### src/rtl/vt100_escape_sequence_parser_core_assert.svh
// Assertion macros for the escape sequence parser
`ifndef VT100_ESCAPE_SEQUENCE_PARSER_CORE_ASSERT_SVH
`define VT100_ESCAPE_SEQUENCE_PARSER_CORE_ASSERT_SVH
`ifndef ASSERT_OFF
`define VTESC_ASSERT(lbl, clk, rst, prop) \
  lbl: assert property (@(posedge clk) disable iff (rst) prop) \
    else $error("vtesc assertion failed");
`define VTESC_ASSERT_NEXT(lbl, clk, rst, ante, cons) \
  lbl: assert property (@(posedge clk) disable iff (rst) (ante) |=> (cons)) \
    else $error("vtesc assertion failed");
`else
`define VTESC_ASSERT(lbl, clk, rst, prop)
`define VTESC_ASSERT_NEXT(lbl, clk, rst, ante, cons)
`endif
`endif

### src/rtl/vtesc_pkg.sv
// Shared types, codes and decode tables of the escape sequence parser
`timescale 1ns / 1ps
package vtesc_pkg;
  localparam int PARAM_DEPTH_DEF = 16;
  localparam int OUT_PARAMS_MAX  = 16;

  // command codes
  localparam logic [5:0] CMD_PRINT = 6'd0,  CMD_ACK = 6'd1,   CMD_ENQ = 6'd2;
  localparam logic [5:0] CMD_BEL = 6'd3,    CMD_HT = 6'd4,    CMD_BS = 6'd5;
  localparam logic [5:0] CMD_LF = 6'd6,     CMD_CR = 6'd7,    CMD_XON = 6'd8;
  localparam logic [5:0] CMD_XOFF = 6'd9,   CMD_SI = 6'd10,   CMD_SO = 6'd11;
  localparam logic [5:0] CMD_DECSC = 6'd12, CMD_DECRC = 6'd13, CMD_RIS = 6'd14;
  localparam logic [5:0] CMD_IND = 6'd15,   CMD_NEL = 6'd16,  CMD_HTS = 6'd17;
  localparam logic [5:0] CMD_RI = 6'd18,    CMD_DECID = 6'd19, CMD_KPAM = 6'd20;
  localparam logic [5:0] CMD_KPNM = 6'd21,  CMD_ANSI = 6'd22, CMD_CUU = 6'd23;
  localparam logic [5:0] CMD_CUD = 6'd24,   CMD_CUF = 6'd25,  CMD_CUB = 6'd26;
  localparam logic [5:0] CMD_GFX_ON = 6'd27, CMD_GFX_OFF = 6'd28, CMD_CUP = 6'd29;
  localparam logic [5:0] CMD_ED = 6'd30,    CMD_EL = 6'd31,   CMD_VT52ID = 6'd32;
  localparam logic [5:0] CMD_G0 = 6'd33,    CMD_G1 = 6'd34,   CMD_DECLL = 6'd35;
  localparam logic [5:0] CMD_STBM = 6'd36,  CMD_TST = 6'd37,  CMD_SGR = 6'd38;
  localparam logic [5:0] CMD_DSR = 6'd39,   CMD_REPT = 6'd40, CMD_TBC = 6'd41;
  localparam logic [5:0] CMD_SM = 6'd42,    CMD_RM = 6'd43,   CMD_DHL_T = 6'd44;
  localparam logic [5:0] CMD_DHL_B = 6'd45, CMD_SWL = 6'd46,  CMD_DWL = 6'd47;
  localparam logic [5:0] CMD_ALN = 6'd48,   CMD_PRM = 6'd49,  CMD_PSM = 6'd50;
  localparam logic [5:0] CMD_NONE = 6'h3F;
  localparam logic [7:0] CS_NONE  = 8'hFF;

  // operations
  localparam logic OP_BYTE = 1'b0;
  localparam logic OP_MODE = 1'b1;

  // characters
  localparam logic [7:0] CH_ESC = 8'h1B, CH_CAN = 8'h18, CH_SUB = 8'h1A;
  localparam logic [7:0] CH_DEL = 8'h7F, CH_SPACE = 8'h20, CH_SEMI = 8'h3B;
  localparam logic [7:0] CH_0 = 8'h30, CH_9 = 8'h39, CH_Q = 8'h3F;
  localparam logic [7:0] CH_ABORT_GLYPH = 8'd176;

  typedef enum logic [3:0] {
    PS_GROUND = 4'd0, PS_ESC = 4'd1, PS_CSI = 4'd2, PS_CSIQ = 4'd3, PS_HASH = 4'd4,
    PS_G0 = 4'd5, PS_G1 = 4'd6, PS_ESCO = 4'd7, PS_CDA = 4'd8
  } ps_t;

  typedef enum logic {BK_IDLE, BK_BUSY} bk_state_t;

  // one decoded command waiting for the back end
  typedef struct packed {
    logic [5:0] cmd;
    logic [7:0] arg;
    logic [4:0] n;
  } desc_t;

  // store write from front end
  typedef struct packed {
    logic        we;
    logic [4:0]  addr;
    logic [15:0] data;
  } wr_t;

  function automatic logic [5:0] ctrl_cmd(input logic [7:0] b);
    case (b)
      8'h03: ctrl_cmd = CMD_ACK;
      8'h05: ctrl_cmd = CMD_ENQ;
      8'h07: ctrl_cmd = CMD_BEL;
      8'h09: ctrl_cmd = CMD_HT;
      8'h08: ctrl_cmd = CMD_BS;
      8'h0A, 8'h0B, 8'h0C: ctrl_cmd = CMD_LF;
      8'h0D: ctrl_cmd = CMD_CR;
      8'h11: ctrl_cmd = CMD_XON;
      8'h13: ctrl_cmd = CMD_XOFF;
      8'h0F: ctrl_cmd = CMD_SI;
      8'h0E: ctrl_cmd = CMD_SO;
      default: ctrl_cmd = CMD_NONE;
    endcase
  endfunction

  function automatic logic [5:0] esc_ansi_cmd(input logic [7:0] b);
    case (b)
      "7": esc_ansi_cmd = CMD_DECSC;
      "8": esc_ansi_cmd = CMD_DECRC;
      "c": esc_ansi_cmd = CMD_RIS;
      "D": esc_ansi_cmd = CMD_IND;
      "E": esc_ansi_cmd = CMD_NEL;
      "H": esc_ansi_cmd = CMD_HTS;
      "M": esc_ansi_cmd = CMD_RI;
      "Z": esc_ansi_cmd = CMD_DECID;
      "=": esc_ansi_cmd = CMD_KPAM;
      ">": esc_ansi_cmd = CMD_KPNM;
      default: esc_ansi_cmd = CMD_NONE;
    endcase
  endfunction

  function automatic logic [5:0] esc_vt52_cmd(input logic [7:0] b);
    case (b)
      "=": esc_vt52_cmd = CMD_KPAM;
      ">": esc_vt52_cmd = CMD_KPNM;
      "<": esc_vt52_cmd = CMD_ANSI;
      "A": esc_vt52_cmd = CMD_CUU;
      "B": esc_vt52_cmd = CMD_CUD;
      "C": esc_vt52_cmd = CMD_CUF;
      "D": esc_vt52_cmd = CMD_CUB;
      "F": esc_vt52_cmd = CMD_GFX_ON;
      "G": esc_vt52_cmd = CMD_GFX_OFF;
      "H": esc_vt52_cmd = CMD_CUP;
      "I": esc_vt52_cmd = CMD_RI;
      "J": esc_vt52_cmd = CMD_ED;
      "K": esc_vt52_cmd = CMD_EL;
      "Z": esc_vt52_cmd = CMD_VT52ID;
      default: esc_vt52_cmd = CMD_NONE;
    endcase
  endfunction

  function automatic logic [5:0] csi_cmd(input logic [7:0] b);
    case (b)
      "A": csi_cmd = CMD_CUU;
      "B": csi_cmd = CMD_CUD;
      "C": csi_cmd = CMD_CUF;
      "D": csi_cmd = CMD_CUB;
      "H", "f": csi_cmd = CMD_CUP;
      "c": csi_cmd = CMD_DECID;
      "q": csi_cmd = CMD_DECLL;
      "r": csi_cmd = CMD_STBM;
      "y": csi_cmd = CMD_TST;
      "J": csi_cmd = CMD_ED;
      "K": csi_cmd = CMD_EL;
      "m": csi_cmd = CMD_SGR;
      "n": csi_cmd = CMD_DSR;
      "x": csi_cmd = CMD_REPT;
      "g": csi_cmd = CMD_TBC;
      "h": csi_cmd = CMD_SM;
      "l": csi_cmd = CMD_RM;
      default: csi_cmd = CMD_NONE;
    endcase
  endfunction

  function automatic logic [5:0] hash_cmd(input logic [7:0] b);
    case (b)
      "3": hash_cmd = CMD_DHL_T;
      "4": hash_cmd = CMD_DHL_B;
      "5": hash_cmd = CMD_SWL;
      "6": hash_cmd = CMD_DWL;
      "8": hash_cmd = CMD_ALN;
      default: hash_cmd = CMD_NONE;
    endcase
  endfunction

  function automatic logic [7:0] charset_num(input logic [7:0] b);
    case (b)
      "A": charset_num = 8'd0;
      "B": charset_num = 8'd1;
      "0": charset_num = 8'd2;
      "1": charset_num = 8'd3;
      "2": charset_num = 8'd4;
      default: charset_num = CS_NONE;
    endcase
  endfunction
endpackage

### src/rtl/vtesc_front.sv
// Front end: parse state machine, parameter collector and command decode
`timescale 1ns / 1ps
module vtesc_front #(
  parameter int PARAM_DEPTH = vtesc_pkg::PARAM_DEPTH_DEF
) (
  input  logic              clk,
  input  logic              rst,
  input  logic              acc,
  input  logic              operation,
  input  logic [7:0]        byte_in,
  input  logic              mode_value,
  input  logic              cfg_we,
  input  logic              cfg_data,
  input  logic              q_full,
  input  logic              done_params,
  output logic              ready,
  output logic              push,
  output vtesc_pkg::desc_t  desc,
  output vtesc_pkg::wr_t    wr
);
  import vtesc_pkg::*;
  localparam int CW = $clog2(PARAM_DEPTH + 1);

  ps_t          ps, ps_next;
  logic         ansi_mode, ansi_mode_next;
  logic         mode_rst;
  logic [CW-1:0] cnt, cnt_next;
  logic [15:0]  cur, cur_next;
  logic [1:0]   pend;
  logic         withp;
  logic [5:0]   c;
  logic [7:0]   cs;
  logic [15:0]  base;
  logic [19:0]  acc10;
  logic [5:0]   cnt6;
  logic         full;

  // no new item while the queue is full or a command with parameters still reads the store
  assign ready = !q_full && (pend == 2'd0);
  assign full  = ({1'b0, cnt} >= (CW + 1)'(PARAM_DEPTH));
  assign cnt6  = 6'(cnt_next);

  always_ff @(posedge clk) begin
    if (rst) begin
      ps <= PS_GROUND;
      ansi_mode <= 1'b1;
      mode_rst <= 1'b1;
      cnt <= '0;
      pend <= '0;
    end else begin
      ps <= ps_next;
      ansi_mode <= ansi_mode_next;
      cnt <= cnt_next;
      if (cfg_we) mode_rst <= cfg_data;
      pend <= pend + 2'(push && (desc.n != 5'd0)) - 2'(done_params);
    end
  end

  always_ff @(posedge clk) begin
    cur <= cur_next;
  end

  // decode of one accepted item
  always_comb begin
    ps_next = ps;
    ansi_mode_next = ansi_mode;
    cnt_next = cnt;
    cur_next = cur;
    wr = '0;
    push = 1'b0;
    withp = 1'b0;
    desc.cmd = CMD_PRINT;
    desc.arg = '0;
    c = CMD_NONE;
    cs = CS_NONE;
    base = (cnt == '0) ? 16'd0 : cur;
    acc10 = {1'b0, base, 3'b0} + {3'b0, base, 1'b0} + {12'b0, byte_in - CH_0};
    if (acc) begin
      if (operation == OP_MODE) begin
        ansi_mode_next = mode_value;
      end else if (byte_in < CH_SPACE) begin
        if (byte_in == CH_ESC) begin
          ps_next = PS_ESC;
          cnt_next = '0;
        end else if (byte_in == CH_CAN || byte_in == CH_SUB) begin
          ps_next = PS_GROUND;
          push = 1'b1;
          desc.arg = CH_ABORT_GLYPH;
        end else begin
          c = ctrl_cmd(byte_in);
          push = (c != CMD_NONE);
          desc.cmd = c;
        end
      end else if (byte_in != CH_DEL) begin
        case (ps)
          PS_ESC: begin
            ps_next = PS_GROUND;
            if (ansi_mode) begin
              case (byte_in)
                "[": ps_next = PS_CSI;
                "#": ps_next = PS_HASH;
                "(": ps_next = PS_G0;
                ")": ps_next = PS_G1;
                "O": ps_next = PS_ESCO;
                default: begin
                  c = esc_ansi_cmd(byte_in);
                  if (c == CMD_RIS) ansi_mode_next = mode_rst;
                end
              endcase
            end else if (byte_in == "Y") begin
              ps_next = PS_CDA;
            end else begin
              c = esc_vt52_cmd(byte_in);
              if (c == CMD_ANSI) ansi_mode_next = 1'b1;
            end
            push = (c != CMD_NONE);
            withp = 1'b1;
            desc.cmd = c;
          end
          PS_CSI, PS_CSIQ: begin
            if (ps == PS_CSI) begin
              c = csi_cmd(byte_in);
            end else begin
              c = (byte_in == "l") ? CMD_PRM : (byte_in == "h") ? CMD_PSM : CMD_NONE;
            end
            if (ps == PS_CSI && byte_in == CH_Q) begin
              ps_next = PS_CSIQ;
            end else if (c != CMD_NONE) begin
              ps_next = PS_GROUND;
              push = 1'b1;
              withp = 1'b1;
              desc.cmd = c;
            end else if (!full) begin
              // parameter collector
              if (byte_in == CH_SEMI) begin
                wr.we = 1'b1;
                wr.addr = 5'(cnt);
                cnt_next = cnt + 1'b1;
                cur_next = '0;
              end else if (byte_in >= CH_0 && byte_in <= CH_9) begin
                cur_next = (acc10 > 20'd65535) ? 16'hFFFF : acc10[15:0];
                wr.we = 1'b1;
                wr.data = cur_next;
                if (cnt == '0) begin
                  cnt_next = CW'(1);
                end else begin
                  wr.addr = 5'(cnt - 1'b1);
                end
              end
            end
          end
          PS_HASH: begin
            ps_next = PS_GROUND;
            c = hash_cmd(byte_in);
            push = (c != CMD_NONE);
            withp = 1'b1;
            desc.cmd = c;
          end
          PS_G0, PS_G1: begin
            ps_next = PS_GROUND;
            cs = charset_num(byte_in);
            push = (cs != CS_NONE);
            withp = 1'b1;
            desc.cmd = (ps == PS_G0) ? CMD_G0 : CMD_G1;
            desc.arg = cs;
          end
          PS_ESCO: begin
            ps_next = PS_GROUND;
            push = 1'b1;
            withp = 1'b1;
            if (byte_in >= "A" && byte_in <= "D") begin
              desc.cmd = CMD_CUU + 6'(byte_in - "A");
            end else begin
              desc.arg = byte_in;
            end
          end
          PS_CDA: begin
            if (!full) begin
              wr.we = 1'b1;
              wr.addr = 5'(cnt);
              wr.data = 16'(byte_in) - 16'd31;
              cur_next = wr.data;
              cnt_next = cnt + 1'b1;
            end
            if (6'(cnt_next) >= 6'd2) begin
              ps_next = PS_GROUND;
              push = 1'b1;
              withp = 1'b1;
              desc.cmd = CMD_CUP;
            end
          end
          default: begin
            ps_next = PS_GROUND;
            push = 1'b1;
            desc.arg = byte_in;
          end
        endcase
      end
    end
    if (withp) begin
      desc.n = (cnt6 > 6'(OUT_PARAMS_MAX)) ? 5'(OUT_PARAMS_MAX) : 5'(cnt6);
    end else begin
      desc.n = '0;
    end
  end
endmodule

### src/rtl/vtesc_fifo.sv
// Two-entry command queue between front end and back end
`timescale 1ns / 1ps
module vtesc_fifo (
  input  logic             clk,
  input  logic             rst,
  input  logic             push,
  input  vtesc_pkg::desc_t din,
  input  logic             pop,
  output logic             full,
  output logic             empty,
  output vtesc_pkg::desc_t dout
);
  import vtesc_pkg::*;

  desc_t      mem [2];
  logic       wp, rp;
  logic [1:0] fill;

  assign full  = (fill == 2'd2);
  assign empty = (fill == 2'd0);
  assign dout  = mem[rp];

  always_ff @(posedge clk) begin
    if (rst) begin
      wp <= 1'b0;
      rp <= 1'b0;
      fill <= '0;
    end else begin
      if (push) wp <= ~wp;
      if (pop) rp <= ~rp;
      fill <= fill + 2'(push) - 2'(pop);
    end
  end

  always_ff @(posedge clk) begin
    if (push) mem[wp] <= din;
  end
endmodule

### src/rtl/vtesc_back.sv
// Back end: parameter store and result sequencer with output register
`timescale 1ns / 1ps
module vtesc_back #(
  parameter int PARAM_DEPTH = vtesc_pkg::PARAM_DEPTH_DEF
) (
  input  logic             clk,
  input  logic             rst,
  input  vtesc_pkg::wr_t   wr,
  input  logic             q_empty,
  input  vtesc_pkg::desc_t q_dout,
  output logic             pop,
  output logic             done_params,
  output logic             out_valid,
  input  logic             out_ready,
  output logic [39:0]      out_data,
  output logic             out_user,
  output logic             out_last
);
  import vtesc_pkg::*;
  `include "vt100_escape_sequence_parser_core_assert.svh"
  localparam int IW = $clog2(PARAM_DEPTH);

  logic [15:0] store [PARAM_DEPTH];
  bk_state_t   st, st_next;
  desc_t       cur;
  logic [4:0]  idx;
  logic [15:0] rd_data;
  logic        rd_vld;
  logic        load, adv;
  logic [5:0]  o_cmd;
  logic [7:0]  o_arg;
  logic [4:0]  o_cnt;
  logic [3:0]  o_idx;
  logic [15:0] o_val;

  assign load = !out_valid || out_ready;
  assign out_data = {1'b0, o_val, o_idx, o_cnt, o_arg, o_cmd};

  // parameter store, registered read
  always_ff @(posedge clk) begin
    if (wr.we) store[wr.addr[IW-1:0]] <= wr.data;
    rd_data <= store[idx[IW-1:0]];
  end

  always_ff @(posedge clk) begin
    if (rst) begin
      st <= BK_IDLE;
      out_valid <= 1'b0;
      rd_vld <= 1'b0;
      idx <= '0;
    end else begin
      st <= st_next;
      rd_vld <= !(pop || adv);
      if (pop || adv) out_valid <= 1'b1;
      else if (out_ready) out_valid <= 1'b0;
      if (pop) idx <= '0;
      else if (adv) idx <= idx + 1'b1;
    end
  end

  // output payload
  always_ff @(posedge clk) begin
    if (pop) begin
      cur <= q_dout;
      o_cmd <= q_dout.cmd;
      o_arg <= q_dout.arg;
      o_cnt <= q_dout.n;
      o_idx <= '0;
      o_val <= '0;
      out_user <= 1'b0;
      out_last <= (q_dout.n == 5'd0);
    end else if (adv) begin
      o_idx <= idx[3:0];
      o_val <= rd_data;
      out_user <= 1'b1;
      out_last <= (idx + 1'b1 == cur.n);
    end
  end

  // sequencer
  always_comb begin
    st_next = st;
    pop = 1'b0;
    adv = 1'b0;
    done_params = 1'b0;
    case (st)
      BK_IDLE: begin
        if (load && !q_empty) begin
          pop = 1'b1;
          if (q_dout.n != 5'd0) st_next = BK_BUSY;
        end
      end
      BK_BUSY: begin
        if (load && rd_vld) begin
          adv = 1'b1;
          if (idx + 1'b1 == cur.n) begin
            st_next = BK_IDLE;
            done_params = 1'b1;
          end
        end
      end
      default: st_next = BK_IDLE;
    endcase
  end

  `VTESC_ASSERT(a_idx_range, clk, rst, (out_valid && out_user) |-> (5'(o_idx) < o_cnt))
  `VTESC_ASSERT(a_cmd_last, clk, rst, (out_valid && !out_user) |-> (out_last == (o_cnt == 5'd0)))
  `VTESC_ASSERT(a_busy_n, clk, rst, (st == BK_BUSY) |-> (cur.n != 5'd0 && idx < cur.n))
  `VTESC_ASSERT_NEXT(a_done_idle, clk, rst, done_params, st == BK_IDLE)
endmodule

### src/rtl/vt100_escape_sequence_parser_core.sv
// Top level of the VT100/VT52 escape sequence parser
// A command result passes the command queue and then the output register; each parameter
// result follows the previous result after a registered read of the parameter store.
// Throughput: one input item per cycle if the queue has room; after a command with
// parameters, input stalls until its last parameter result is loaded, as the store is shared.
// Reset: synchronous active-high; ground state, ANSI mode, empty parameter list, empty queue.
`timescale 1ns / 1ps
module vt100_escape_sequence_parser_core #(
  parameter int PARAM_DEPTH = vtesc_pkg::PARAM_DEPTH_DEF
) (
  input  logic        clk,
  input  logic        rst,
  input  logic        s_axis_tvalid,
  output logic        s_axis_tready,
  input  logic [15:0] s_axis_tdata,   // byte_in[7:0], mode_value[8], zero pad
  input  logic        s_axis_tuser,   // operation
  output logic        m_axis_tvalid,
  input  logic        m_axis_tready,
  output logic [39:0] m_axis_tdata,   // command[5:0], argument[13:6], param_count[18:14],
                                      // param_index[22:19], param_value[38:23], zero pad
  output logic        m_axis_tuser,   // is_param
  output logic        m_axis_tlast,   // last
  input  logic        cfg_valid,
  output logic        cfg_ready,
  input  logic        cfg_data        // ansi_mode_at_reset
);
  import vtesc_pkg::*;

  logic  acc, f_ready, push, q_full, q_empty, pop, done_params;
  desc_t desc, q_dout;
  wr_t   wr;

  assign s_axis_tready = f_ready;
  assign acc = s_axis_tvalid && f_ready;
  assign cfg_ready = 1'b1;

  vtesc_front #(.PARAM_DEPTH(PARAM_DEPTH)) u_front (
    .clk(clk), .rst(rst), .acc(acc), .operation(s_axis_tuser),
    .byte_in(s_axis_tdata[7:0]), .mode_value(s_axis_tdata[8]),
    .cfg_we(cfg_valid), .cfg_data(cfg_data), .q_full(q_full),
    .done_params(done_params), .ready(f_ready), .push(push), .desc(desc), .wr(wr)
  );

  vtesc_fifo u_fifo (
    .clk(clk), .rst(rst), .push(push), .din(desc), .pop(pop),
    .full(q_full), .empty(q_empty), .dout(q_dout)
  );

  vtesc_back #(.PARAM_DEPTH(PARAM_DEPTH)) u_back (
    .clk(clk), .rst(rst), .wr(wr), .q_empty(q_empty), .q_dout(q_dout), .pop(pop),
    .done_params(done_params), .out_valid(m_axis_tvalid), .out_ready(m_axis_tready),
    .out_data(m_axis_tdata), .out_user(m_axis_tuser), .out_last(m_axis_tlast)
  );
endmodule
### config.mk
export PLATFORM = sky130hd
export DESIGN_NAME = vt100_escape_sequence_parser_core
export DESIGN_NICKNAME = d
export VERILOG_FILES = /design/src/rtl/vtesc_pkg.sv /design/src/rtl/vtesc_front.sv /design/src/rtl/vtesc_fifo.sv /design/src/rtl/vtesc_back.sv /design/src/rtl/vt100_escape_sequence_parser_core.sv
export VERILOG_INCLUDE_DIRS = /design/src /design/src/rtl
export SDC_FILE = /design/constraint.sdc
export NUM_CORES = 1
export LEC_CHECK = 0
export BUFFER_PORTS_ARGS = -buffer_cell sky130_fd_sc_hd__buf_2
export CAP_MARGIN = 20
export CORE_UTILIZATION = 45
export DETAILED_ROUTE_END_ITERATION = 8
export GPL_TIMING_DRIVEN = 0
export HOLD_SLACK_MARGIN = 0.12
export SLEW_MARGIN = 40
export SYNTH_ARGS = -nofsm -noshare
export SYNTH_HDL_FRONTEND = slang
export SYNTH_SLANG_ARGS = --single-unit
### constraint.sdc
create_clock -name clk -period 5.1 [get_ports clk]
set_input_delay 0.765 -clock clk [delete_from_list [all_inputs] [get_ports clk]]
set_output_delay 0.765 -clock clk [all_outputs]
set_load 0.02 [all_outputs]
==> results of run 1 <==
-- what timing repair did --
| item | 4_1_cts | 5_1_grt |
|---|---|---|
| setup endpoints to repair | 272 | 296 |
| gates resized for setup | 28 | 8 |
| hold buffers | 0 | 0 |
| gates cloned | 1 | 0 |
| pin swaps | 3 | 10 |
| setup buffers | 2 | 7 |
-- through the flow --
| stage | area (sq um) | hold slack (ns) | std cells | utilization [%] |
|---|---|---|---|---|
| CTS | 21700 | 0.414 | 2100 | 52.8 |
| global placement | 19800 | 0.424 | 2009 | 48.2 |
| global route | 21700 | 0.433 | 2106 | 53.0 |
| finish | 21700 | 0.434 | 2106 | 53.0 |
| floorplan | 18800 | 0.417 | 1420 | - |
| detailed placement | 20200 | 0.427 | 2028 | 49.3 |
-- per-layer routing --
| metal | global-route usage [%] | share of wire [%] | vias up | wire length, um |
|---|---|---|---|---|
| li1 | - | - | 5729 | - |
| met1 | 34.3 | 45 | 6342 | 22600 |
| met2 | 38.9 | 47 | 469 | 23900 |
| met3 | 3.53 | 6.2 | 67 | 3130 |
| met4 | 6.04 | 1.9 | 0 | 980 |
| met5 | 0 | 0 | - | 0 |
-- how the worst max path moves through the flow --
stage	startpoint	to	slack, ns	depth (start not counted)
detailed placement	u_front.cnt[0]$_SDFF_PP0_	u_back.store[8][2]$_DFFE_PP_	-1.03	20
global placement	s_axis_tdata[4]	u_fifo.mem[1][0]$_DFFE_PP_	-1.54	13
CTS	s_axis_tdata[4]	u_back.store[10][10]$_DFFE_PP_	0.0008	15
finish	u_front.cnt[1]$_SDFF_PP0_	u_back.store[1][5]$_DFFE_PP_	0.19	18
global route	u_front.cnt[0]$_SDFF_PP0_	u_back.store[8][5]$_DFFE_PP_	-0.12	18
floorplan	u_front.cnt[0]$_SDFF_PP0_	u_back.store[0][4]$_DFFE_PP_	0.09	20
-- cells in the final DEF, fill, tap and decap left out, types with 13 or more instances in the layout --
cell	n
and2_1	13
inv_1	38
clkbuf_1	54
xor2_1	14
xnor2_1	26
nand3_1	28
o22ai_1	15
mux4_2	80
nor2_2	14
clkbuf_2	14
a21oi_1	84
nor3_1	31
ha_1	47
buf_2	81
nor2b_1	13
clkbuf_16	42
buf_4	13
dfxtp_1	61
nor2_1	96
mux2_2	19
nand2_1	103
o21ai_0	54
edfxtp_1	330
-- worst reg2reg max path: cells and delay by family, from the launching register on --
kind | cells | cell delay, ns
compound gates | 6 | 1.22
xor+xnor | 1 | 0.08
fa+ha+maj | 3 | 0.79
buf+inv | 3 | 0.49
flops | 1 | 0.38
simple gates | 5 | 1.63
-- synthesized netlist by cell type (all sizes together) (11+ instances only) --
| master | n |
|---|---|
| buf | 31 |
| nand2 | 104 |
| a21o | 11 |
| xor2 | 14 |
| nand3 | 28 |
| ha | 48 |
| nor3 | 35 |
| nand2b | 11 |
| and3 | 11 |
| o21ai | 56 |
| a21oi | 85 |
| dfxtp | 63 |
| clkbuf | 56 |
| nor2b | 17 |
| a211oi | 11 |
| nor4 | 12 |
| edfxtp | 330 |
| nor2 | 120 |
| and2 | 19 |
| inv | 39 |
| mux2 | 19 |
| xnor2 | 26 |
| o22ai | 23 |
| mux4 | 80 |
-- kinds of logic after synthesis --
| group | count (synthesis) | synth area share, % |
|---|---|---|
| compound gates | 287 | 10.3 |
| xor+xnor | 40 | 1.86 |
| simple gates | 412 | 10.9 |
| flops | 393 | 59.4 |
| mux | 106 | 11.1 |
| buf+inv | 127 | 2.76 |
| other cells | 2 | 0.0399 |
| fa+ha+maj | 53 | 3.72 |
-- sequential cells by signal, indices dropped and copies added, names as in the netlist, named ones only --
name,cells
u_back.out_last,1
u_front.ansi_mode,1
u_back.o_arg,8
u_fifo.mem,38
u_back.cur,5
u_front.mode_rst,1
u_back.o_val,16
u_fifo.fill,2
u_front.cnt,5
u_front.cur,16
u_back.out_user,1
u_front.ps,4
u_back.out_valid,1
u_back.o_idx,4
u_fifo.wp,1
u_back.store,256
u_back.idx,5
u_back.o_cmd,6
u_back.rd_data,16
u_front.pend,2
u_back.rd_vld,1
u_fifo.rp,1
u_back.st,1
-- power by group through the flow --
stage                     combinational (mW)  sequential, mW  clock [mW]
after global routing                    1.11            3.69        3.03
final                                   1.02            3.67        2.87
after floorplan                        0.563            3.83           0
after global placement                 0.963            3.74           0
after CTS                               1.02            3.68        2.92
after detailed placement                1.01            3.74           0
-- cell type report --
type                       instances  area [sq um]
multi-input combinational        901          7470
inverter                          40           150
fill                            3431         19300
clock inverter                    11           118
sequential                       393         11200
buffer                            82           372
tap                              532           666
clock buffer                      62          1190
timing repair buffer              85           611
==> flow_results.xml, run 1 <==
<?xml version="1.0" encoding="UTF-8"?>
<metrics>
  <group name="status">
    <metric name="outcome" unit="">finished, violations left</metric>
    <metric name="failed_checks" unit="">DRC</metric>
  </group>
  <group name="drt">
    <metric name="detail_route.drc_violations" unit="">5</metric>
    <metric name="first_pass_iters" unit="">8</metric>
    <metric name="routedWlPerCell" unit="um">24.0</metric>
    <metric name="routed_wire_length" unit="um">50500</metric>
    <metric name="via_to_cell_ratio" unit="">5.99</metric>
    <metric name="final_antenna_net_count" unit="">0</metric>
    <metric name="dr_total_vias" unit="">12600</metric>
    <metric name="drt-initial-drc-count" unit="">1289</metric>
  </group>
  <group name="power">
    <metric name="p_leak" unit="nW">7.58</metric>
    <metric name="switching_share" unit="%">25.2</metric>
    <metric name="power.internal" unit="mW">5.66</metric>
    <metric name="seq_power_share" unit="%">48.6</metric>
    <metric name="power.share.clock" unit="%">37.9</metric>
    <metric name="net-switching-power" unit="mW">1.90</metric>
    <metric name="power.density" unit="nW/um^2">348</metric>
    <metric name="comb_power_share" unit="%">13.5</metric>
    <metric name="ir_drop" unit="mV">0.217</metric>
    <metric name="fin_total_pwr" unit="mW">7.57</metric>
  </group>
  <group name="die">
    <metric name="die_area" unit="sq um">42600</metric>
    <metric name="fp-row-count" unit="">74</metric>
    <metric name="start_util" unit="%">45.9</metric>
    <metric name="horizontal_die_dimension" unit="um">206</metric>
    <metric name="die_y" unit="um">206</metric>
    <metric name="core_area" unit="sq um">41000</metric>
    <metric name="number_of_primary_i_o_pins" unit="">68</metric>
  </group>
  <group name="sta">
    <metric name="final_min_period_over_clock_period" unit="%">96.3</metric>
    <metric name="clock-skew-final" unit="ns">0.0127</metric>
    <metric name="postLayoutSetupSlackWorst" unit="ns">0.188</metric>
    <metric name="maxSlewHeadroom" unit="%">42.7</metric>
    <metric name="setup_tns" unit="ns">0</metric>
    <metric name="fmaxAchievable" unit="MHz">204</metric>
    <metric name="worst-slew-pin-transition" unit="ns">0.853</metric>
    <metric name="hold_viol" unit="">0</metric>
    <metric name="grt_setup_unrepaired" unit="">true</metric>
    <metric name="final-setup-viol-count" unit="">0</metric>
    <metric name="drv_slew" unit="">0</metric>
    <metric name="finalWorstPathRequiredPeriod" unit="ns">4.91</metric>
  </group>
  <group name="critical_path">
    <metric name="critical_path.endpoint_type" unit="">register</metric>
    <metric name="setup.worst_path.start_class" unit="">register</metric>
    <metric name="worst-r2r-setup-slack" unit="ns">0.19</metric>
    <metric name="crit_buf_inv" unit="">3</metric>
    <metric name="timing.critical_path.slowest_stage_cell" unit="">or4_4</metric>
    <metric name="worstReg2RegEnd" unit="">u_back.store[1][5]$_DFFE_PP_</metric>
    <metric name="cp_cell_sequence" unit="">inv_2 &gt; ha_2 &gt; or4b_4 &gt; buf_4 &gt; nand2_1 &gt; xnor2_1 &gt; ha_1 &gt; o21bai_1 &gt; ha_1 &gt; o21ai_0 &gt; nor2_1 &gt; o22a_1 &gt; o211ai_1 &gt; o311a_1 &gt; or4_4 &gt; buf_6 &gt; nor2_2 &gt; o22ai_4</metric>
    <metric name="critical_path.most_common_cell" unit="">ha_1</metric>
    <metric name="critical_path.top_delay_family" unit="">simple AND/OR/NAND/NOR gates</metric>
    <metric name="critical_path.reg2reg.startpoint" unit="">u_front.cnt[1]$_SDFF_PP0_</metric>
    <metric name="worst_r2r_path_depth" unit="">18</metric>
    <metric name="slowest_delay" unit="ns">0.54</metric>
    <metric name="critPathRequiredTime" unit="ns">5.32</metric>
    <metric name="critPathMaxFanout" unit="">16</metric>
    <metric name="timing.setup.critical_path_class" unit="">reg -&gt; reg</metric>
    <metric name="worst-endpoint-arrival" unit="ns">5.13</metric>
  </group>
  <group name="global_routing">
    <metric name="grt_start_max_net_pins" unit="">20</metric>
    <metric name="wire_length_of_the_first_global_routing_pass" unit="um">75700</metric>
    <metric name="globalRoute.totalOverflow" unit="">0</metric>
    <metric name="antenna_violations_before_repair" unit="">0</metric>
    <metric name="grt_pass1_vias" unit="">12200</metric>
    <metric name="gr-usage-all-layers" unit="%">24.2</metric>
  </group>
  <group name="clocking">
    <metric name="clock-sinks" unit="">393</metric>
    <metric name="clock_tree_from_tritoncts" unit="">yes</metric>
    <metric name="h-tree-depth" unit="">2</metric>
    <metric name="clk-insertion-delay-late" unit="ns">0.55</metric>
    <metric name="tritoncts.num_buffers" unit="">41</metric>
    <metric name="cts_buffer_depth" unit="">3</metric>
    <metric name="clk_pin_slew_worst_setup_hold_paths" unit="ns">0.06</metric>
    <metric name="cts_root_buf" unit="">clkbuf_16</metric>
  </group>
  <group name="place">
    <metric name="hpwl" unit="um">35700</metric>
    <metric name="preCtsSetupSlack" unit="ns">-1.03</metric>
    <metric name="placement.io_buffers" unit="">57</metric>
    <metric name="globalplace.congestion" unit="">0.892</metric>
  </group>
  <group name="worst_hold_path">
    <metric name="worst_hold_path_type" unit="">reg -&gt; reg</metric>
    <metric name="timing.hold.worst_endpoint" unit="">u_back.o_val[3]$_SDFFE_PP0P_</metric>
    <metric name="worst_hold_startpoint" unit="">u_back.rd_data[3]$_DFF_P_</metric>
    <metric name="hold-path-cell-count" unit="">2</metric>
  </group>
  <group name="finish">
    <metric name="layout-drive-gt1-share" unit="%">23.1</metric>
    <metric name="num_antenna_cells" unit="">0</metric>
    <metric name="synthToLayoutAreaGrowth" unit="%">15.6</metric>
    <metric name="fin_nets" unit="">1620</metric>
  </group>
  <group name="logic_synthesis">
    <metric name="ys.flop_type" unit="">edfxtp_1</metric>
    <metric name="yosys_register_bits" unit="">393</metric>
    <metric name="synthesis.area_per_instance" unit="sq um">13.3</metric>
    <metric name="postSynthCellCount" unit="">1420</metric>
    <metric name="synth.net_count" unit="">1496</metric>
    <metric name="synth_largest_type_area_fraction" unit="%">52.7</metric>
    <metric name="synthesis.yosys.warnings" unit="">0</metric>
    <metric name="post_synth_num_cell_types" unit="">90</metric>
    <metric name="async_flop_share" unit="%">0</metric>
    <metric name="synth_top_area_cell" unit="">edfxtp_1</metric>
    <metric name="synth_area_leaders" unit="">edfxtp_1 53%, mux4_2 9.6%, dfxtp_1 6.7%, ha_1 3.2%, nor2_1 2.4%</metric>
    <metric name="seq_total_area_yosys" unit="%">59.4</metric>
    <metric name="syn_area" unit="sq um">18800</metric>
    <metric name="synth-edff-count" unit="">330</metric>
  </group>
  <group name="flow_run">
    <metric name="cap_violations" unit="">0</metric>
  </group>
</metrics>
Note: power is estimated with default switching activity, not from simulation.
==> run 2: changes to the inputs <==
CORE_ASPECT_RATIO = 0.6   (was unset)
GPL_TIMING_DRIVEN = unset   (was 0)
==> flow_results.xml, run 2 (synthesis gave the netlist of run 1 again) <==
<?xml version="1.0" encoding="UTF-8"?>
<metrics>
  <group name="status">
    <metric name="outcome" unit="">completed</metric>
  </group>
  <group name="power">
    <metric name="power.internal" unit="mW">5.46</metric>
    <metric name="fin_total_pwr" unit="mW">7.34</metric>
    <metric name="switching_share" unit="%">25.7</metric>
    <metric name="power.share.clock" unit="%">36.4</metric>
    <metric name="ir_drop" unit="mV">0.591</metric>
    <metric name="comb_power_share" unit="%">13.3</metric>
    <metric name="net-switching-power" unit="mW">1.88</metric>
    <metric name="power.density" unit="nW/um^2">337</metric>
    <metric name="p_leak" unit="nW">7.72</metric>
    <metric name="seq_power_share" unit="%">50.3</metric>
  </group>
  <group name="die">
    <metric name="core_area" unit="sq um">40900</metric>
    <metric name="die_y" unit="um">160</metric>
    <metric name="start_util" unit="%">46.0</metric>
    <metric name="die_area" unit="sq um">42700</metric>
    <metric name="number_of_primary_i_o_pins" unit="">68</metric>
    <metric name="horizontal_die_dimension" unit="um">266</metric>
    <metric name="fp-row-count" unit="">57</metric>
  </group>
  <group name="sta">
    <metric name="setup_tns" unit="ns">0</metric>
    <metric name="final_min_period_over_clock_period" unit="%">94.8</metric>
    <metric name="maxSlewHeadroom" unit="%">46.2</metric>
    <metric name="final-setup-viol-count" unit="">0</metric>
    <metric name="final.hold.worst_slack" unit="ns">0.433</metric>
    <metric name="postLayoutSetupSlackWorst" unit="ns">0.267</metric>
    <metric name="clock-skew-final" unit="ns">0.0235</metric>
    <metric name="drv_slew" unit="">0</metric>
    <metric name="fmaxAchievable" unit="MHz">207</metric>
    <metric name="worst-slew-pin-transition" unit="ns">0.800</metric>
    <metric name="hold_viol" unit="">0</metric>
    <metric name="finalWorstPathRequiredPeriod" unit="ns">4.83</metric>
  </group>
  <group name="worst_hold_path">
    <metric name="timing.hold.worst_endpoint" unit="">u_back.o_val[7]$_SDFFE_PP0P_</metric>
    <metric name="hold-path-cell-count" unit="">2</metric>
    <metric name="worst_hold_path_type" unit="">reg -&gt; reg</metric>
    <metric name="worst_hold_startpoint" unit="">u_back.rd_data[7]$_DFF_P_</metric>
  </group>
  <group name="finish">
    <metric name="fin_nets" unit="">1624</metric>
    <metric name="synthToLayoutAreaGrowth" unit="%">15.9</metric>
    <metric name="layout-drive-gt1-share" unit="%">23.5</metric>
    <metric name="post-route-cell-area" unit="sq um">21800</metric>
    <metric name="num_antenna_cells" unit="">0</metric>
    <metric name="most-common-layout-cells" unit="">330 x edfxtp_1, 111 x nor2_1, 104 x nand2_1</metric>
    <metric name="utilization" unit="%">53.4</metric>
    <metric name="mostFrequentLayoutCell" unit="">edfxtp_1</metric>
    <metric name="largest_reg_flops" unit="">256</metric>
    <metric name="layoutNonFillerInstCount" unit="">2136</metric>
  </group>
  <group name="critical_path">
    <metric name="cp_cell_sequence" unit="">inv_1 &gt; ha_1 &gt; or4b_4 &gt; nand2_1 &gt; inv_1 &gt; ha_1 &gt; ha_1 &gt; fa_1 &gt; a211oi_1 &gt; o21ai_1 &gt; a211oi_1 &gt; nor2_1 &gt; o311a_1 &gt; or4_1 &gt; buf_4 &gt; nor2_1 &gt; buf_4 &gt; nor2_1 &gt; buf_4</metric>
    <metric name="critical_path.endpoint_type" unit="">register</metric>
    <metric name="worst_r2r_path_depth" unit="">19</metric>
    <metric name="crit_buf_inv" unit="">5</metric>
    <metric name="worst-endpoint-arrival" unit="ns">5.10</metric>
    <metric name="timing.critical_path.slowest_stage_cell" unit="">or4b_4</metric>
    <metric name="worst-r2r-setup-slack" unit="ns">0.27</metric>
    <metric name="critPathMaxFanout" unit="">16</metric>
    <metric name="critical_path.top_delay_family" unit="">simple AND/OR/NAND/NOR gates</metric>
    <metric name="timing.setup.critical_path_class" unit="">reg -&gt; reg</metric>
    <metric name="critPathRequiredTime" unit="ns">5.37</metric>
    <metric name="worstReg2RegEnd" unit="">u_back.store[6][14]$_DFFE_PP_</metric>
    <metric name="critical_path.reg2reg.startpoint" unit="">u_front.cnt[1]$_SDFF_PP0_</metric>
    <metric name="setup.worst_path.start_class" unit="">register</metric>
    <metric name="slowest_delay" unit="ns">0.55</metric>
  </group>
  <group name="clocking">
    <metric name="clock-sinks" unit="">393</metric>
    <metric name="tritoncts.num_buffers" unit="">38</metric>
    <metric name="clock_tree_from_tritoncts" unit="">yes</metric>
    <metric name="h-tree-depth" unit="">2</metric>
    <metric name="clk_pin_slew_worst_setup_hold_paths" unit="ns">0.06</metric>
    <metric name="cts_buffer_depth" unit="">3</metric>
    <metric name="cts_root_buf" unit="">clkbuf_16</metric>
    <metric name="clk-insertion-delay-late" unit="ns">0.55</metric>
  </group>
  <group name="flow_run">
    <metric name="cap_violations" unit="">0</metric>
  </group>
  <group name="place">
    <metric name="placement.io_buffers" unit="">58</metric>
    <metric name="hpwl" unit="um">34000</metric>
    <metric name="preCtsSetupSlack" unit="ns">0.125</metric>
    <metric name="globalplace.congestion" unit="">0.976</metric>
    <metric name="cell_count_after_placement" unit="">2067</metric>
    <metric name="placed_area" unit="sq um">20600</metric>
  </group>
  <group name="drt">
    <metric name="routedWlPerCell" unit="um">23.3</metric>
    <metric name="dr_total_vias" unit="">12800</metric>
    <metric name="via_to_cell_ratio" unit="">5.98</metric>
    <metric name="routed_wire_length" unit="um">49800</metric>
    <metric name="final_antenna_net_count" unit="">0</metric>
    <metric name="drt-initial-drc-count" unit="">1332</metric>
    <metric name="first_pass_iters" unit="">6</metric>
    <metric name="detail_route.drc_violations" unit="">0</metric>
  </group>
  <group name="global_routing">
    <metric name="grt_pass1_vias" unit="">12400</metric>
    <metric name="grt_start_max_net_pins" unit="">68</metric>
    <metric name="met1_usage" unit="%">39.0</metric>
    <metric name="top_usage_layer" unit="">met1</metric>
    <metric name="gr-usage-all-layers" unit="%">23.9</metric>
    <metric name="globalRoute.totalOverflow" unit="">0</metric>
    <metric name="antenna_violations_before_repair" unit="">0</metric>
    <metric name="grtUsageMet2" unit="%">31.2</metric>
    <metric name="globalRouteMet3Util" unit="%">7.11</metric>
    <metric name="wire_length_of_the_first_global_routing_pass" unit="um">76200</metric>
  </group>
</metrics>
run 2: worst reg2reg max path, cell delays in order (launching register included):
cell,delay (ns)
dfxtp_1,0.31
inv_1,0.11
ha_1,0.18
or4b_4,0.55
nand2_1,0.12
inv_1,0.05
ha_1,0.27
ha_1,0.24
fa_1,0.41
a211oi_1,0.41
o21ai_1,0.23
a211oi_1,0.25
nor2_1,0.12
o311a_1,0.11
or4_1,0.47
buf_4,0.20
nor2_1,0.13
buf_4,0.16
nor2_1,0.07
buf_4,0.19
run 2: worst max path at each step:
stage                                          endpoint                      start  depth (start not counted)
after global placement     u_back.store[8][4]$_DFFE_PP_  u_front.cnt[1]$_SDFF_PP0_                         17
after global routing      u_back.store[3][14]$_DFFE_PP_  u_front.cnt[1]$_SDFF_PP0_                         19
after floorplan            u_back.store[0][4]$_DFFE_PP_  u_front.cnt[0]$_SDFF_PP0_                         20
after detailed placement   u_back.store[1][8]$_DFFE_PP_  u_front.cnt[1]$_SDFF_PP0_                         19
after CTS                 u_back.store[4][14]$_DFFE_PP_  u_front.cnt[1]$_SDFF_PP0_                         19
final                     u_back.store[6][14]$_DFFE_PP_  u_front.cnt[1]$_SDFF_PP0_                         19
run 2: layout make-up:
class                           instances  area (sq um)
Tap cell                              560           701
Sequential cell                       393         11200
Clock buffer                           56          1080
Timing Repair Buffer                  175          1410
Fill cell                            3413         19100
Clock inverter                         12          82.6
Multi-Input combinational cell        900          7200
Inverter                               40           150
run 2: timing repair:
| action | 4_1_cts | 5_1_grt |
|---|---|---|
| endpoints found under the setup margin | 0 | 265 |
| buffers inserted | 0 | 1 |
| hold endpoints to repair | 0 | 0 |
| gates resized for setup | 0 | 3 |
| hold buffers | 0 | 0 |
run 2: per-layer routing:
layer	vias to the layer above	wire [um]
met5	-	0
met4	0	476
met3	47	5220
met2	572	19400
met1	6431	24700
li1	5732	-
run 2: power groups by stage:
stage	combinational, mW	sequential [mW]	clock (mW)
global route	1.06	3.71	2.85
detailed placement	0.986	3.76	0
global placement	0.972	3.76	0
CTS	0.989	3.69	2.73
floorplan	0.563	3.83	0
finish	0.979	3.69	2.67
==> run 3: changes to the inputs <==
RECOVER_POWER = 100   (was unset)
==> flow_results.xml, run 3 (synthesis gave the netlist of run 1 again) <==
<?xml version="1.0" encoding="UTF-8"?>
<metrics>
  <group name="critical_path">
    <metric name="worst_r2r_path_depth" unit="">19</metric>
    <metric name="critical_path.most_common_cell" unit="">clkbuf_1</metric>
    <metric name="critPathMaxFanout" unit="">16</metric>
    <metric name="timing.setup.critical_path_class" unit="">in -&gt; reg</metric>
    <metric name="critPathRequiredTime" unit="ns">5.26</metric>
    <metric name="timing.critical_path.slowest_stage_cell" unit="">ha_1</metric>
    <metric name="cp_cell_sequence" unit="">clkbuf_1 &gt; ha_1 &gt; nor2_1 &gt; clkbuf_1 &gt; nor3_1 &gt; o32ai_1 &gt; o311ai_4 &gt; nand4_1 &gt; clkbuf_1 &gt; o41a_1 &gt; nand3b_4 &gt; nor2_2 &gt; clkbuf_2</metric>
    <metric name="cp_num_cells" unit="">13</metric>
    <metric name="critical_path.top_delay_family" unit="">buffers and inverters</metric>
    <metric name="worst-endpoint-arrival" unit="ns">5.15</metric>
    <metric name="slowest_delay" unit="ns">0.66</metric>
    <metric name="setup.worst_path.start_class" unit="">input port</metric>
    <metric name="critical_path.endpoint_type" unit="">register</metric>
    <metric name="crit_buf_inv" unit="">4</metric>
  </group>
  <group name="clocking">
    <metric name="holdBufCountCts" unit="">0</metric>
    <metric name="tritoncts.num_buffers" unit="">38</metric>
    <metric name="clk_pin_slew_worst_setup_hold_paths" unit="ns">0.06</metric>
    <metric name="clk-insertion-delay-late" unit="ns">0.55</metric>
    <metric name="clock_tree_from_tritoncts" unit="">yes</metric>
    <metric name="h-tree-depth" unit="">2</metric>
    <metric name="clock-sinks" unit="">393</metric>
    <metric name="cts_buffer_depth" unit="">3</metric>
    <metric name="cts_root_buf" unit="">clkbuf_16</metric>
  </group>
  <group name="place">
    <metric name="globalplace.congestion" unit="">0.976</metric>
    <metric name="preCtsSetupSlack" unit="ns">0.125</metric>
    <metric name="placement.io_buffers" unit="">58</metric>
    <metric name="hpwl" unit="um">34000</metric>
  </group>
  <group name="finish">
    <metric name="ff_latch_area" unit="sq um">11200</metric>
    <metric name="multiInputGateArea" unit="sq um">7140</metric>
    <metric name="utilization" unit="%">52.6</metric>
    <metric name="fin_nets" unit="">1624</metric>
    <metric name="most-common-layout-cells" unit="">330 x edfxtp_1, 116 x nor2_1, 104 x nand2_1</metric>
    <metric name="layout.filler_cells" unit="">3483</metric>
    <metric name="largest_reg_flops" unit="">256</metric>
    <metric name="mostFrequentLayoutCell" unit="">edfxtp_1</metric>
    <metric name="layout-drive-gt1-share" unit="%">18.8</metric>
    <metric name="synthToLayoutAreaGrowth" unit="%">14.2</metric>
  </group>
  <group name="worst_hold_path">
    <metric name="hold-path-cell-count" unit="">2</metric>
    <metric name="worst_hold_path_type" unit="">reg -&gt; reg</metric>
  </group>
  <group name="die">
    <metric name="die_area" unit="sq um">42700</metric>
    <metric name="horizontal_die_dimension" unit="um">266</metric>
    <metric name="start_util" unit="%">46.0</metric>
    <metric name="fp-row-count" unit="">57</metric>
    <metric name="die_y" unit="um">160</metric>
    <metric name="core_area" unit="sq um">40900</metric>
    <metric name="number_of_primary_i_o_pins" unit="">68</metric>
  </group>
  <group name="sta">
    <metric name="finalWorstPathRequiredPeriod" unit="ns">4.99</metric>
    <metric name="fmaxAchievable" unit="MHz">200</metric>
    <metric name="hold_viol" unit="">0</metric>
    <metric name="clock-skew-final" unit="ns">0.0219</metric>
    <metric name="postLayoutSetupSlackWorst" unit="ns">0.109</metric>
    <metric name="final.hold.worst_slack" unit="ns">0.432</metric>
    <metric name="final-setup-viol-count" unit="">0</metric>
    <metric name="setup_tns" unit="ns">0</metric>
    <metric name="maxSlewHeadroom" unit="%">-118</metric>
    <metric name="final_min_period_over_clock_period" unit="%">97.9</metric>
    <metric name="worst-slew-pin-transition" unit="ns">3.26</metric>
    <metric name="drv_slew" unit="">102</metric>
  </group>
  <group name="drt">
    <metric name="first_pass_iters" unit="">5</metric>
    <metric name="dr_total_vias" unit="">12800</metric>
    <metric name="final_antenna_net_count" unit="">0</metric>
    <metric name="drt-initial-drc-count" unit="">1325</metric>
    <metric name="routed_wire_length" unit="um">49900</metric>
    <metric name="via_to_cell_ratio" unit="">5.97</metric>
    <metric name="detail_route.drc_violations" unit="">0</metric>
    <metric name="routedWlPerCell" unit="um">23.3</metric>
  </group>
  <group name="global_routing">
    <metric name="gr-usage-all-layers" unit="%">23.9</metric>
    <metric name="grt_pass1_vias" unit="">12400</metric>
    <metric name="globalRoute.totalOverflow" unit="">0</metric>
    <metric name="grt_start_max_net_pins" unit="">68</metric>
    <metric name="wire_length_of_the_first_global_routing_pass" unit="um">76200</metric>
    <metric name="antenna_violations_before_repair" unit="">0</metric>
  </group>
  <group name="power">
    <metric name="fin_total_pwr" unit="mW">7.32</metric>
    <metric name="ir_drop" unit="mV">0.598</metric>
    <metric name="power.density" unit="nW/um^2">341</metric>
    <metric name="p_leak" unit="nW">7.46</metric>
  </group>
  <group name="flow_run">
    <metric name="cap_violations" unit="">2</metric>
  </group>
  <group name="status">
    <metric name="failed_checks" unit="">capacitance limit, slew limit</metric>
    <metric name="outcome" unit="">finished, violations left</metric>
  </group>
</metrics>
==> run 3: area by class of cell <==
type	count	share of cell area (%)
clock buffers	56	5.03
repair buffers	175	5.35
flip-flops and latches	393	52.0
multi-input cells	900	33.2
clock inverters	12	0.384
diodes	1	0.0116
well taps	560	3.26
inverters	40	0.699
==> run 3: path summary, 6_finish.rpt <==
check	endpoint	slack, ns	startpoint
hold reg to reg	u_back.o_val[7]$_SDFFE_PP0P_	0.43	u_back.rd_data[7]$_DFF_P_
setup / recovery	u_back.store[15][12]$_DFFE_PP_	0.11	s_axis_tdata[1]
setup reg to reg	u_back.store[4][14]$_DFFE_PP_	0.26	u_front.cnt[1]$_SDFF_PP0_
hold / removal	u_back.o_val[7]$_SDFFE_PP0P_	0.43	u_back.rd_data[7]$_DFF_P_
==> run 3: metrics by stage <==
step / std cells / area [sq um]
after CTS: 2135 / 21800
after global placement: 2067 / 20600
after detailed placement: 2067 / 20600
after floorplan: 1420 / 18800
after global routing: 2136 / 21500
final: 2137 / 21500
==> run 3: what timing repair did <==
item	in CTS	in global routing
endpoints found under the hold margin	0	0
endpoints found under the setup margin	0	265
resized for setup	0	3
setup buffers	0	1
==> run 3: routing by layer <==
layer  vias to the layer above  GRT usage [%]  wire [um]
met4                         0           3.40        436
met3                        44           7.11       5450
met5                         -              0          0
met1                      6388           39.0      24600
li1                       5729              -          -
met2                       589           31.2      19400
==> run 3: tightest hold or removal path: stages (launching register included) <==
cell	delay, ns
dfxtp_1	0.29
nand2_1	0.05
a21oi_1	0.05
==> run 3: power by group <==
group | leakage [nW] | internal, mW | switching (mW)
sequential | 3.60 | 3.62 | 0.0811
clock | 0.562 | 1.48 | 1.19
combinational | 3.30 | 0.339 | 0.612
